### src/hdl/timestamp_to_calendar_defines.svh
// Assertion macros shared by the timestamp_to_calendar RTL.
`ifndef TIMESTAMP_TO_CALENDAR_DEFINES_SVH
`define TIMESTAMP_TO_CALENDAR_DEFINES_SVH

// Same-cycle implication, checked on clk, off while rst_n is low.
`define TTC_ASSERT_NOW(lbl, ante, cons, msg) \
  lbl: assert property (@(posedge clk) disable iff (!rst_n) (ante) |-> (cons)) \
    else $error(msg);

// Next-cycle implication, checked on clk, off while rst_n is low.
`define TTC_ASSERT_NEXT(lbl, ante, cons, msg) \
  lbl: assert property (@(posedge clk) disable iff (!rst_n) (ante) |=> (cons)) \
    else $error(msg);

`endif

### src/hdl/ttc_pkg.sv
// Types, constants and tables shared by the timestamp-to-calendar block.
`default_nettype none

package ttc_pkg;

  localparam int DIVIDEND_W = 64;
  localparam int REM_W      = 10;   // every divisor is below 1024

  // Divisor select codes for the shared divider
  typedef logic [1:0] divsel_t;
  localparam divsel_t DIV_1000 = 2'd0;
  localparam divsel_t DIV_60   = 2'd1;
  localparam divsel_t DIV_24   = 2'd2;
  localparam divsel_t DIV_7    = 2'd3;

  // Request from the sequencer to the divider
  typedef struct packed {
    logic    start;
    divsel_t sel;
  } div_req_t;

  // Calendar constants
  localparam logic [11:0] BASE_YEAR     = 12'd1700;
  localparam logic [6:0]  C100_LAST     = 7'd99;
  localparam logic [8:0]  C400_LAST     = 9'd399;
  localparam logic [8:0]  C400_INIT     = 9'd100;  // 1700 mod 400
  localparam logic [8:0]  YEAR_LEN      = 9'd365;
  localparam logic [8:0]  YEAR_LEN_LEAP = 9'd366;
  localparam logic [3:0]  MONTH_FEB     = 4'd1;
  localparam logic [3:0]  MONTH_DEC     = 4'd11;

  localparam logic [4:0] MONTH_LEN [12] = '{
    5'd31, 5'd28, 5'd31, 5'd30, 5'd31, 5'd30,
    5'd31, 5'd31, 5'd30, 5'd31, 5'd30, 5'd31
  };

  function automatic logic [REM_W-1:0] div_value(input divsel_t sel);
    logic [REM_W-1:0] v;
    unique case (sel)
      DIV_1000: v = 10'd1000;
      DIV_60:   v = 10'd60;
      DIV_24:   v = 10'd24;
      DIV_7:    v = 10'd7;
      default:  v = 10'd7;
    endcase
    return v;
  endfunction

  // Days in month idx (0 is January), February stretched in leap years
  function automatic logic [4:0] month_days(input logic [3:0] idx, input logic leap);
    logic [4:0] d;
    d = MONTH_LEN[idx];
    if (idx == MONTH_FEB && leap) begin
      d = 5'd29;
    end
    return d;
  endfunction

endpackage

`default_nettype wire

### src/hdl/ttc_div.sv
// Shared radix-16 restoring divider: 64-bit dividend by a small constant.
`default_nettype none

module ttc_div (
  input  logic                          clk,
  input  logic                          rst_n,
  input  ttc_pkg::div_req_t             req_i,
  input  logic [ttc_pkg::DIVIDEND_W-1:0] dividend_i,
  output logic [ttc_pkg::DIVIDEND_W-1:0] quotient_o,
  output logic [ttc_pkg::REM_W-1:0]      remainder_o,
  output logic                          done_o
);
  import ttc_pkg::*;

  localparam int STEPS  = 4;                    // quotient bits per cycle
  localparam int PASSES = DIVIDEND_W / STEPS;
  localparam int CNT_W  = $clog2(PASSES);
  localparam logic [CNT_W-1:0] CNT_LAST = CNT_W'(PASSES - 1);

  logic [DIVIDEND_W-1:0] acc_r, acc_nxt;
  logic [REM_W-1:0]      rem_r, rem_nxt;
  logic [REM_W-1:0]      dvs_r;
  logic [CNT_W-1:0]      cnt_r;
  logic                  run_r;
  logic                  done_r;

  // Four shift/compare/subtract steps; quotient bits shift into acc
  always_comb begin
    logic [REM_W:0] trial;
    acc_nxt = acc_r;
    rem_nxt = rem_r;
    trial   = '0;
    for (int i = 0; i < STEPS; i++) begin
      trial   = {rem_nxt, acc_nxt[DIVIDEND_W-1]};
      acc_nxt = {acc_nxt[DIVIDEND_W-2:0], 1'b0};
      if (trial >= {1'b0, dvs_r}) begin
        trial      = trial - {1'b0, dvs_r};
        acc_nxt[0] = 1'b1;
      end
      rem_nxt = trial[REM_W-1:0];
    end
  end

  // Control
  always_ff @(posedge clk) begin
    if (!rst_n) begin
      run_r  <= 1'b0;
      done_r <= 1'b0;
      cnt_r  <= '0;
    end else begin
      done_r <= run_r && (cnt_r == CNT_LAST);
      if (req_i.start) begin
        run_r <= 1'b1;
        cnt_r <= '0;
      end else if (run_r) begin
        cnt_r <= cnt_r + CNT_W'(1);
        if (cnt_r == CNT_LAST) begin
          run_r <= 1'b0;
        end
      end
    end
  end

  // Datapath
  always_ff @(posedge clk) begin
    if (req_i.start) begin
      acc_r <= dividend_i;
      rem_r <= '0;
      dvs_r <= div_value(req_i.sel);
    end else if (run_r) begin
      acc_r <= acc_nxt;
      rem_r <= rem_nxt;
    end
  end

  assign quotient_o  = acc_r;
  assign remainder_o = rem_r;
  assign done_o      = done_r;

endmodule

`default_nettype wire

### src/hdl/timestamp_to_calendar.sv
// Top level: sequencer turning a nanosecond timestamp into calendar fields.
//
// Usage: drive in_timestamp (ns since 1700-01-01 00:00:00) and pulse start
// while busy is low; the word is taken at that clock edge. busy then stays
// high until the result has been shown. The result fields appear on the out_
// ports for exactly one cycle with out_valid high; the receiver cannot stall,
// so it must capture them in that cycle.
// Sequence: eight constant divisions on one shared divider, 1000, 1000,
// 1000, 60, 60 and 24, then 7 for the weekday; a walk of one whole year
// per step past 1700 (up to 584); 7 for the week number; a walk of one
// whole month per step (up to 11); then the output. One word is in flight
// at a time; the next can be accepted in the cycle after the result.
// Reset (rst_n low, synchronous) returns the sequencer and divider to idle;
// no word is in progress and no result is pending afterwards.
`default_nettype none
`include "timestamp_to_calendar_defines.svh"

module timestamp_to_calendar (
  input  logic        clk,
  input  logic        rst_n,
  input  logic        start,
  output logic        busy,
  input  logic [63:0] in_timestamp,
  output logic        out_valid,
  output logic [9:0]  out_nanosecond,
  output logic [9:0]  out_microsecond,
  output logic [9:0]  out_millisecond,
  output logic [5:0]  out_second_of_minute,
  output logic [5:0]  out_minute_of_hour,
  output logic [4:0]  out_hour_of_day,
  output logic [2:0]  out_weekday,
  output logic [11:0] out_calendar_year,
  output logic [5:0]  out_week_number,
  output logic [8:0]  out_year_day,
  output logic [3:0]  out_month_number,
  output logic [4:0]  out_day_of_month
);
  import ttc_pkg::*;

  localparam logic [2:0] S_IDLE  = 3'd0;
  localparam logic [2:0] S_DIV   = 3'd1;
  localparam logic [2:0] S_YEAR  = 3'd2;
  localparam logic [2:0] S_MONTH = 3'd3;
  localparam logic [2:0] S_OUT   = 3'd4;

  // Division steps
  localparam logic [2:0] STEP_NS   = 3'd0;
  localparam logic [2:0] STEP_US   = 3'd1;
  localparam logic [2:0] STEP_MS   = 3'd2;
  localparam logic [2:0] STEP_SEC  = 3'd3;
  localparam logic [2:0] STEP_MIN  = 3'd4;
  localparam logic [2:0] STEP_HR   = 3'd5;
  localparam logic [2:0] STEP_WD   = 3'd6;
  localparam logic [2:0] STEP_WEEK = 3'd7;

  localparam int DAYS_W = 18;  // whole days fit below 2^18 for any input

  function automatic divsel_t step_sel(input logic [2:0] s);
    divsel_t v;
    case (s) inside
      STEP_NS, STEP_US, STEP_MS: v = DIV_1000;
      STEP_SEC, STEP_MIN:        v = DIV_60;
      STEP_HR:                   v = DIV_24;
      default:                   v = DIV_7;
    endcase
    return v;
  endfunction

  logic [2:0]        state_r;
  logic [2:0]        step_r;
  logic [9:0]        ns_r, us_r, ms_r;
  logic [5:0]        sec_r, min_r;
  logic [4:0]        hr_r;
  logic [2:0]        wd_r;
  logic [5:0]        week_r;
  logic [8:0]        yday_r;
  logic [DAYS_W-1:0] days_r;
  logic [11:0]       year_r;
  logic [1:0]        c4_r;
  logic [6:0]        c100_r;
  logic [8:0]        c400_r;
  logic [3:0]        month_r;

  div_req_t          div_req;
  logic [2:0]        issue_step;
  logic [63:0]       dividend;
  logic [63:0]       quot;
  logic [REM_W-1:0]  rem;
  logic              div_done;

  logic              leap;
  logic [8:0]        ylen;
  logic [4:0]        mlen;
  logic              year_fits;
  logic              month_fits;
  logic              walk_ok;

  ttc_div u_div (
    .clk         (clk),
    .rst_n       (rst_n),
    .req_i       (div_req),
    .dividend_i  (dividend),
    .quotient_o  (quot),
    .remainder_o (rem),
    .done_o      (div_done)
  );

  // Leap rule from running mod-4/100/400 counters
  assign leap       = (c4_r == 2'd0) && ((c100_r != 7'd0) || (c400_r == 9'd0));
  assign ylen       = leap ? YEAR_LEN_LEAP : YEAR_LEN;
  assign year_fits  = days_r >= {{(DAYS_W-9){1'b0}}, ylen};
  assign mlen       = month_days(month_r, leap);
  assign month_fits = (month_r < MONTH_DEC) && (days_r[8:0] >= {4'd0, mlen});

  // Divider requests
  always_comb begin
    issue_step    = 3'(step_r + 3'd1);
    dividend      = quot;
    div_req.start = 1'b0;
    unique case (state_r)
      S_IDLE: begin
        issue_step    = STEP_NS;
        dividend      = in_timestamp;
        div_req.start = start;
      end
      S_DIV: begin
        if (step_r == STEP_HR) begin
          dividend = quot + 64'd4;  // 1700-01-01 was a Friday
        end
        div_req.start = div_done && (step_r != STEP_WD) && (step_r != STEP_WEEK);
      end
      S_YEAR: begin
        issue_step    = STEP_WEEK;
        dividend      = {55'd0, days_r[8:0]};
        div_req.start = !year_fits;
      end
      default: begin
      end
    endcase
    div_req.sel = step_sel(issue_step);
  end

  // Sequencer
  always_ff @(posedge clk) begin
    if (!rst_n) begin
      state_r <= S_IDLE;
      step_r  <= STEP_NS;
    end else begin
      unique case (state_r)
        S_IDLE: begin
          if (start) begin
            state_r <= S_DIV;
            step_r  <= STEP_NS;
          end
        end
        S_DIV: begin
          if (div_done) begin
            if (step_r == STEP_WD) begin
              state_r <= S_YEAR;
            end else if (step_r == STEP_WEEK) begin
              state_r <= S_MONTH;
            end else begin
              step_r <= issue_step;
            end
          end
        end
        S_YEAR: begin
          if (!year_fits) begin
            step_r  <= STEP_WEEK;
            state_r <= S_DIV;
          end
        end
        S_MONTH: begin
          if (!month_fits) begin
            state_r <= S_OUT;
          end
        end
        S_OUT:   state_r <= S_IDLE;
        default: state_r <= S_IDLE;
      endcase
    end
  end

  // Field datapath
  always_ff @(posedge clk) begin
    if (state_r == S_IDLE && start) begin
      year_r  <= BASE_YEAR;
      c4_r    <= 2'd0;
      c100_r  <= 7'd0;
      c400_r  <= C400_INIT;
      month_r <= 4'd0;
    end
    // Capture each division's result
    if (state_r == S_DIV && div_done) begin
      unique case (step_r)
        STEP_NS:   ns_r   <= rem;
        STEP_US:   us_r   <= rem;
        STEP_MS:   ms_r   <= rem;
        STEP_SEC:  sec_r  <= rem[5:0];
        STEP_MIN:  min_r  <= rem[5:0];
        STEP_HR: begin
          hr_r   <= rem[4:0];
          days_r <= quot[DAYS_W-1:0];
        end
        STEP_WD:   wd_r   <= 3'(rem[2:0] + 3'd1);
        STEP_WEEK: week_r <= 6'(quot[5:0] + 6'd1);
        default: begin
        end
      endcase
    end
    // Walk whole years
    if (state_r == S_YEAR) begin
      if (year_fits) begin
        days_r <= days_r - {{(DAYS_W-9){1'b0}}, ylen};
        year_r <= year_r + 12'd1;
        c4_r   <= c4_r + 2'd1;
        c100_r <= (c100_r == C100_LAST) ? 7'd0 : c100_r + 7'd1;
        c400_r <= (c400_r == C400_LAST) ? 9'd0 : c400_r + 9'd1;
      end else begin
        yday_r <= days_r[8:0];
      end
    end
    // Walk whole months
    if (state_r == S_MONTH && month_fits) begin
      days_r  <= days_r - {{(DAYS_W-5){1'b0}}, mlen};
      month_r <= month_r + 4'd1;
    end
  end

  assign busy                 = (state_r != S_IDLE);
  assign out_valid            = (state_r == S_OUT);
  assign out_nanosecond       = ns_r;
  assign out_microsecond      = us_r;
  assign out_millisecond      = ms_r;
  assign out_second_of_minute = sec_r;
  assign out_minute_of_hour   = min_r;
  assign out_hour_of_day      = hr_r;
  assign out_weekday          = wd_r;
  assign out_calendar_year    = year_r;
  assign out_week_number      = week_r;
  assign out_year_day         = 9'(yday_r + 9'd1);
  assign out_month_number     = 4'(month_r + 4'd1);
  assign out_day_of_month     = 5'(days_r[4:0] + 5'd1);

  // Month walk ends no later than December with fewer than 31 days left
  assign walk_ok = (month_r <= MONTH_DEC) && (days_r < 18'd31);

  // Checks
  `TTC_ASSERT_NEXT(a_accept_busy, start && !busy, busy, "accepted word did not raise busy")
  `TTC_ASSERT_NEXT(a_strobe_single, out_valid, !out_valid && !busy, "result strobe not single")
  `TTC_ASSERT_NOW(a_done_in_div, div_done, state_r == S_DIV, "divider done outside divide phase")
  `TTC_ASSERT_NOW(a_month_range, out_valid, walk_ok, "month walk overran")
  `TTC_ASSERT_NOW(a_year_left, state_r == S_MONTH, !year_fits, "year walk left a full year")

endmodule

`default_nettype wire
### config.mk
export PLATFORM = sky130hd
export DESIGN_NAME = timestamp_to_calendar
export DESIGN_NICKNAME = d
export VERILOG_FILES = /design/src/hdl/ttc_pkg.sv /design/src/hdl/ttc_div.sv /design/src/hdl/timestamp_to_calendar.sv
export VERILOG_INCLUDE_DIRS = /design/src /design/src/hdl
export SDC_FILE = /design/constraint.sdc
export NUM_CORES = 1
export LEC_CHECK = 0
export ABC_AREA = 1
export BUFFER_PORTS_ARGS = -buffer_cell sky130_fd_sc_hd__buf_2
export CORE_MARGIN = 2
export CORE_UTILIZATION = 60
export CTS_BUF_LIST = sky130_fd_sc_hd__clkbuf_8
export DETAILED_ROUTE_END_ITERATION = 8
export PLACE_DENSITY = 0.91
export RECOVER_POWER = 100
export SYNTH_ARGS = -nofsm -noshare
export SYNTH_HDL_FRONTEND = slang
export SYNTH_HIERARCHICAL = 1
export SYNTH_SLANG_ARGS = --single-unit
### constraint.sdc
create_clock -name clk -period 7.7 [get_ports clk]
set_clock_uncertainty 0.15 [all_clocks]
set_input_delay 0.385 -clock clk [delete_from_list [all_inputs] [get_ports clk]]
set_output_delay 0.385 -clock clk [all_outputs]
set_load 0.005 [all_outputs]
# Word level (Yosys, flattened, before mapping)
# Memory sizes are Yosys's and may differ from the RTL's.
# Cells that the tools add are included.
# Widths: inputs -> output; s select.
[classes]
add_sub_neg = 18
n_lt_le_gt_ge = 8
eq_ne = 34
n_mux = 59
n_bitwise = 3
reduce_logical = 37
[ops]
columns = ["operator", "n"]
rows = [
  ["$mux 64", 3],
  ["$pmux 64 s3", 1],
  ["$mux 18", 5],
  ["$add 64x3->64 const B", 1],
  ["$ge 11x10->1", 4],
  ["$mux 10", 4],
  ["$pmux 10 s4", 1],
  ["$sub 10x10->10", 4],
  ["$mux 12", 3],
  ["$mux 9", 4],
  ["$mux 3", 11],
  ["$mux 7", 4],
  ["$eq 3x3->1 const B", 7],
  ["$add 9x1->9 const B", 2],
  ["$eq 3x2->1 const B", 6],
  ["$ge 18x9->1", 1],
  ["$reduce_and 2->1", 9],
  ["$sub 18x5->18", 1],
  ["$sub 18x9->18", 1],
  ["$mux 5", 3],
  ["$add 12x1->12 const B", 1],
  ["$mux 2", 6],
  ["$ne 3x3->1 const B", 4],
  ["$pmux 3 s4", 1],
  ["40 further kinds", 72],
]
[totals]
reg_bits = 213
rom_bits = 80
inputBits = 67
output_inout_bits = 88
elab_cells = 183
n_memories = 1
[memory_table]
columns = ["memory", "depth", "word_bits", "read_ports", "rd_ports_with_merged_regs", "write_ports", "line", "text"]
rows = [
  ["(name not given)", 16, 5, 1, 0, 0, "ttc_pkg.sv:52", "d = MONTH_LEN[idx];"],
]

# Depth between registers and ports, before layout
[depth]
depth_word = 10
depth_mapped = 47

# Hierarchy
# Netlist, hierarchy kept.
[modules_own_cells]
columns = ["module", "n_inst", "cells_each", "area_each_um2"]
rows = [
  ["timestamp_to_calendar", 1, 1487, 9623.0],
  ["ttc_div", 1, 818, 6229.7],
]

# Worst setup path before layout
# OpenSTA, ideal clock, no wires.
[synth_path]
kind = "register to register"
from = "reg u_div.dvs_r[8]"
to = "reg u_div.rem_r[8] (netlist: u_div/remainder_o[8])"
setup_time_ns = 0.185
arrival_time_ns = 6.361
required_time_ns = 7.365
path_slack_ns = 1.004
path_stages_with_launch = 43
period_less_slack_ns = 6.696
cell_sequence = "edfxtp_1 > inv_1 > ha_1 > nand2_1 > inv_1 > a21oi_2 > nand2_2 > nand2_4 > nand2_4 > inv_2 > clkbuf_1 > o21ai_0 > ha_1 > a21o_1 > a31oi_1 > o311ai_1 > inv_2 > nand3_4 > [... 7 more ...] > inv_1 > a31oi_1 > o311ai_1 > inv_2 > nand3_4 > buf_4 > o21ai_0 > inv_1 > ha_1 > a21oi_1 > inv_1 > a31oi_1 > nor2_4 > nor2_4 > buf_8 > nand3_1 > nand3_1 > o21ai_1"
[synth_between]
elab_chain_len = 8
word_cells_on_any_way = 12
classes_between = "add/sub: 4; order compare: 4; mux: 4"
[synth_rtl]
columns = ["item", "line", "text"]
rows = [
  ["start, declared", "ttc_div.sv:22", "logic [REM_W-1:0] dvs_r;"],
  ["start signal, assigned", "ttc_div.sv:69", "dvs_r <= div_value(req_i.sel);"],
  ["$sub 10x10->10 or $ge 11x10->1 (tied branches)", "ttc_div.sv:37, ttc_div.sv:36", ""],
  ["$mux 10", "ttc_div.sv:36", "if (trial >= {1'b0, dvs_r}) begin"],
  ["$sub 10x10->10 or $ge 11x10->1 (tied branches)", "ttc_div.sv:37, ttc_div.sv:36", ""],
  ["$mux 10", "ttc_div.sv:36", ""],
  ["$ge 11x10->1 or $sub 10x10->10 (tied branches)", "ttc_div.sv:36, ttc_div.sv:37", ""],
  ["$mux 10", "ttc_div.sv:36", ""],
  ["$sub 10x10->10 or $ge 11x10->1 (tied branches)", "ttc_div.sv:37, ttc_div.sv:36", ""],
  ["$mux 10 (*)", "ttc_div.sv:36", ""],
  ["end signal, assigned", "ttc_div.sv:72", "rem_r <= rem_nxt;"],
  ["end, declared", "ttc_div.sv:21", "logic [REM_W-1:0] rem_r, rem_nxt;"],
]
# Every way passes the cells marked *; elsewhere a longest branch is shown, timed or not.
# A chain may end at the register's enable or synchronous reset.

# Worst setup path after layout
[layout_path]
from = "reg u_div.dvs_r[1]"
to = "reg u_div.acc_r[0] (netlist: u_div/quotient_o[0]), data pin"
[layout_between]
elab_chain_len = 10
word_cells_on_any_way = 13
classes_between = "add/sub: 3; order compare: 4; mux: 6"
[layout_rtl]
columns = ["item", "line", "text"]
rows = [
  ["$sub 10x10->10 or $ge 11x10->1 (tied branches)", "ttc_div.sv:37, ttc_div.sv:36", ""],
  ["$mux 10", "ttc_div.sv:36", ""],
  ["$sub 10x10->10 or $ge 11x10->1 (tied branches)", "ttc_div.sv:37, ttc_div.sv:36", ""],
  ["$mux 10", "ttc_div.sv:36", ""],
  ["$sub 10x10->10 or $ge 11x10->1 (tied branches)", "ttc_div.sv:37, ttc_div.sv:36", ""],
  ["$mux 10", "ttc_div.sv:36", ""],
  ["$ge 11x10->1 (*)", "ttc_div.sv:36", ""],
  ["$mux 1 (*)", "ttc_div.sv:36", ""],
  ["$mux 64 (*)", "ttc_div.sv:70", "end else if (run_r) begin"],
  ["$mux 64 (*)", "ttc_div.sv:66", "if (req_i.start) begin"],
  ["end signal, assigned", "ttc_div.sv:67", "acc_r <= dividend_i;"],
  ["end signal, assigned", "ttc_div.sv:71", "acc_r <= acc_nxt;"],
  ["end, declared", "ttc_div.sv:20", "logic [DIVIDEND_W-1:0] acc_r, acc_nxt;"],
]
# Every way passes the cells marked *; elsewhere a longest branch is shown, timed or not. The select of a mux whose other input is x is not followed.

==> qor.yml <==
seq_area_frac_synth: 0.352
yosys.area.top_type: "edfxtp_1"
synthSimpleGateAreaFrac: 0.388
grt_pass1_vias: 15300
cpMaxStageDelayCell: "edfxtp_1"
antenna_found_initial: 0
synth_area_leaders: "edfxtp_1, nand2_1, dfxtp_1"
arrival_ns: 7.32
synth.top_cells.by_count: "nand2_1, inv_1, nand3_1, nor2_1, edfxtp_1"
die_w_um: 167
synthCells: 2305
tightest_slew_ns: 3.25
syn_avg_cell_area_um2: 6.88
multi_input_area_um2: 8930
async_flop_share: 0
synth.top_cell.area_share: 0.263
rows: 59
nets: 2606
dr.pass1.iters: 8
path_max_fanout: 17
synth_top_family_by_area: "simple AND/OR/NAND/NOR gates"
hold_class: "primary input to register"
grt_overflow: 0
drt_iter0_drc: 2161
grt_max_degree: 79
num_vias: 16600
crit_type: "register to register"
finalSetupTns_ns: 0
status: "finished, violations left"
core-area_um2: 26000
cts_buffer_depth: 3
synth_fa_ha_area_frac: 0.0598
yosys_register_bits: 209
wl_per_cell_um: 17.1
vias_per_cell: 5.86
ys.flop_type: "edfxtp_1"
dieHeight_um: 167
layout_min_cycle_time_ns: 7.28
post-synth-top-count-cell: "nand2_1"
synth-edff-count: 139
synth_area_um2: 15900
place_congestion: 0.967
yosys_warnings: 6
start_util: 0.610
synthesis.nets: 2446
cts_tree: "done"
synthXorXnorAreaFrac: 0.0414
violations: "max-capacitance violations, max-slew violations"
dp_hpwl_um: 34800
numCtsBuffers: 38
finalCritPeriodShare: 0.946
layout-drive-gt1-share: 0.105
cts.sinks: 209
grtUsageTotal: 0.334
synth.mux.area_fraction: 0.000631
start_kind: "register"
synth_cell_types: 55
route.detailed.drc: 0
max_slew_margin: -1.17
cap_viol_max_count: 3
dieArea_um2: 27700
port_buffers: 154
seq_area_um2: 5580
critical_path_required_ns: 7.74
fmax_mhz: 137
worstSetupEndpointType: "register"
cts_max_level: 2
synth_compound_area_frac: 0.0767
antennaDiodeCount: 0
setup_viol: 0
clk-insertion-delay-late_ns: 0.56
path_clk_slew_ns: 0.07
cp_slowest_stage_delay_ns: 0.55
wl_um: 48300
root_buffer: "clkbuf_8"
num_io_pins: 155
fillers: 2226
syn_to_final_growth_pct: 11.1
drv_slew: 122
hold_viol: 0
ant_nets: 0
grt_pass1_wl_um: 76200
[final cells by class]
type | instances | area share
multi-input combinational | 1770 | 0.507
tap | 335 | 0.0238
inverter | 268 | 0.0575
clock buffer | 40 | 0.0313
clock inverter | 28 | 0.0141
sequential | 209 | 0.317
timing repair buffer | 178 | 0.0493
[through the flow]
stage	setup WS, ns	instance area [um^2]	util	cells	hold WS [ns]
floorplan	1.00	15900	-	2305	0.259
global placement	0.379	16900	0.649	2750	0.298
detailed placement	0.240	16900	0.649	2750	0.327
CTS	0.194	17700	0.680	2819	0.0609
global route	-0.0300	17600	0.678	2828	0.0983
finish	0.416	17600	0.678	2828	0.0681
[critical path, delay by kind of cell (launching register included)]
kind | cells | cell delay [ns]
AO/OA/AOI/OAI | 12 | 2.60
adder cells (fa/ha/maj) | 4 | 1.37
buffers and inverters | 9 | 1.07
flip-flops | 1 | 0.55
AND/OR/NAND/NOR | 11 | 1.16
[registers in the layout, summed over array words and instances (netlist names), 7 cells and up]
register           flops
c100_r                 7
c400_r                 9
days_r                18
out_calendar_year     12
out_microsecond       10
out_millisecond       10
out_nanosecond        10
u_div/quotient_o      64
u_div/remainder_o     10
yday_r                 9
[worst paths after layout]
kind | from | end | slack [ns] | cells after the start
max | u_div/dvs_r[1]$_DFFE_PP_ | u_div/quotient_o[0]$_DFFE_PP_ | 0.42 | 36
min | in_timestamp[20] | u_div/quotient_o[20]$_DFFE_PP_ | 0.07 | 5
max reg2reg | u_div/dvs_r[1]$_DFFE_PP_ | u_div/quotient_o[0]$_DFFE_PP_ | 0.42 | 36
min reg2reg | out_calendar_year[1]$_DFF_P_ | out_calendar_year[1]$_DFF_P_ | 0.34 | 2
[layer usage]
metal | global-route usage | share of wire | wire length (um)
met1 | 0.429 | 0.39 | 18900
met2 | 0.557 | 0.46 | 22300
met3 | 0.0589 | 0.11 | 5100
met4 | 0.143 | 0.041 | 1960
met5 | 0 | 0 | 0
[timing repair]
item / CTS / global route
hold buffers: 1 / 0
setup buffers: 0 / 9
resized for setup: 0 / 7
endpoints found under the setup margin: 0 / 11
hold endpoints to repair: 3 / 0
[cell families after synthesis]
logic type / Yosys count
AOI/OAI and AO/OA: 216
xor gates and xnor gates: 75
adders and majority gates: 74
buffers and inverters: 326
DFF: 209
muxes: 1
and+or+nand+nor: 1404
[placed cells by master (no fill, tap or decap), types with 5 or more instances in the layout]
| master | instances |
|---|---|
| nand2_1 | 795 |
| inv_1 | 266 |
| nand3_1 | 242 |
| nor2_1 | 210 |
| edfxtp_1 | 139 |
| buf_2 | 106 |
| o21ai_0 | 87 |
| ha_1 | 71 |
| dfxtp_1 | 70 |
| a21oi_1 | 68 |
| xor2_1 | 59 |
| clkbuf_1 | 51 |
| nand4_1 | 43 |
| clkbuf_8 | 40 |
| nor3_1 | 31 |
| nand2_2 | 23 |
| xnor2_1 | 16 |
| buf_4 | 14 |
| nor2_4 | 13 |
| inv_2 | 10 |
| o211ai_1 | 10 |
| nand3_2 | 9 |
| o21bai_1 | 8 |
| a21o_1 | 8 |
| o21ai_1 | 8 |
| nor2_2 | 7 |
| or2_2 | 7 |
| a31oi_1 | 7 |
| clkbuf_2 | 6 |
| nand3b_1 | 5 |
| clkinv_1 | 5 |
Power is left out: the tool's default activity adds up to more than one toggle a clock period on the data nets, which glitch-free logic cannot reach.
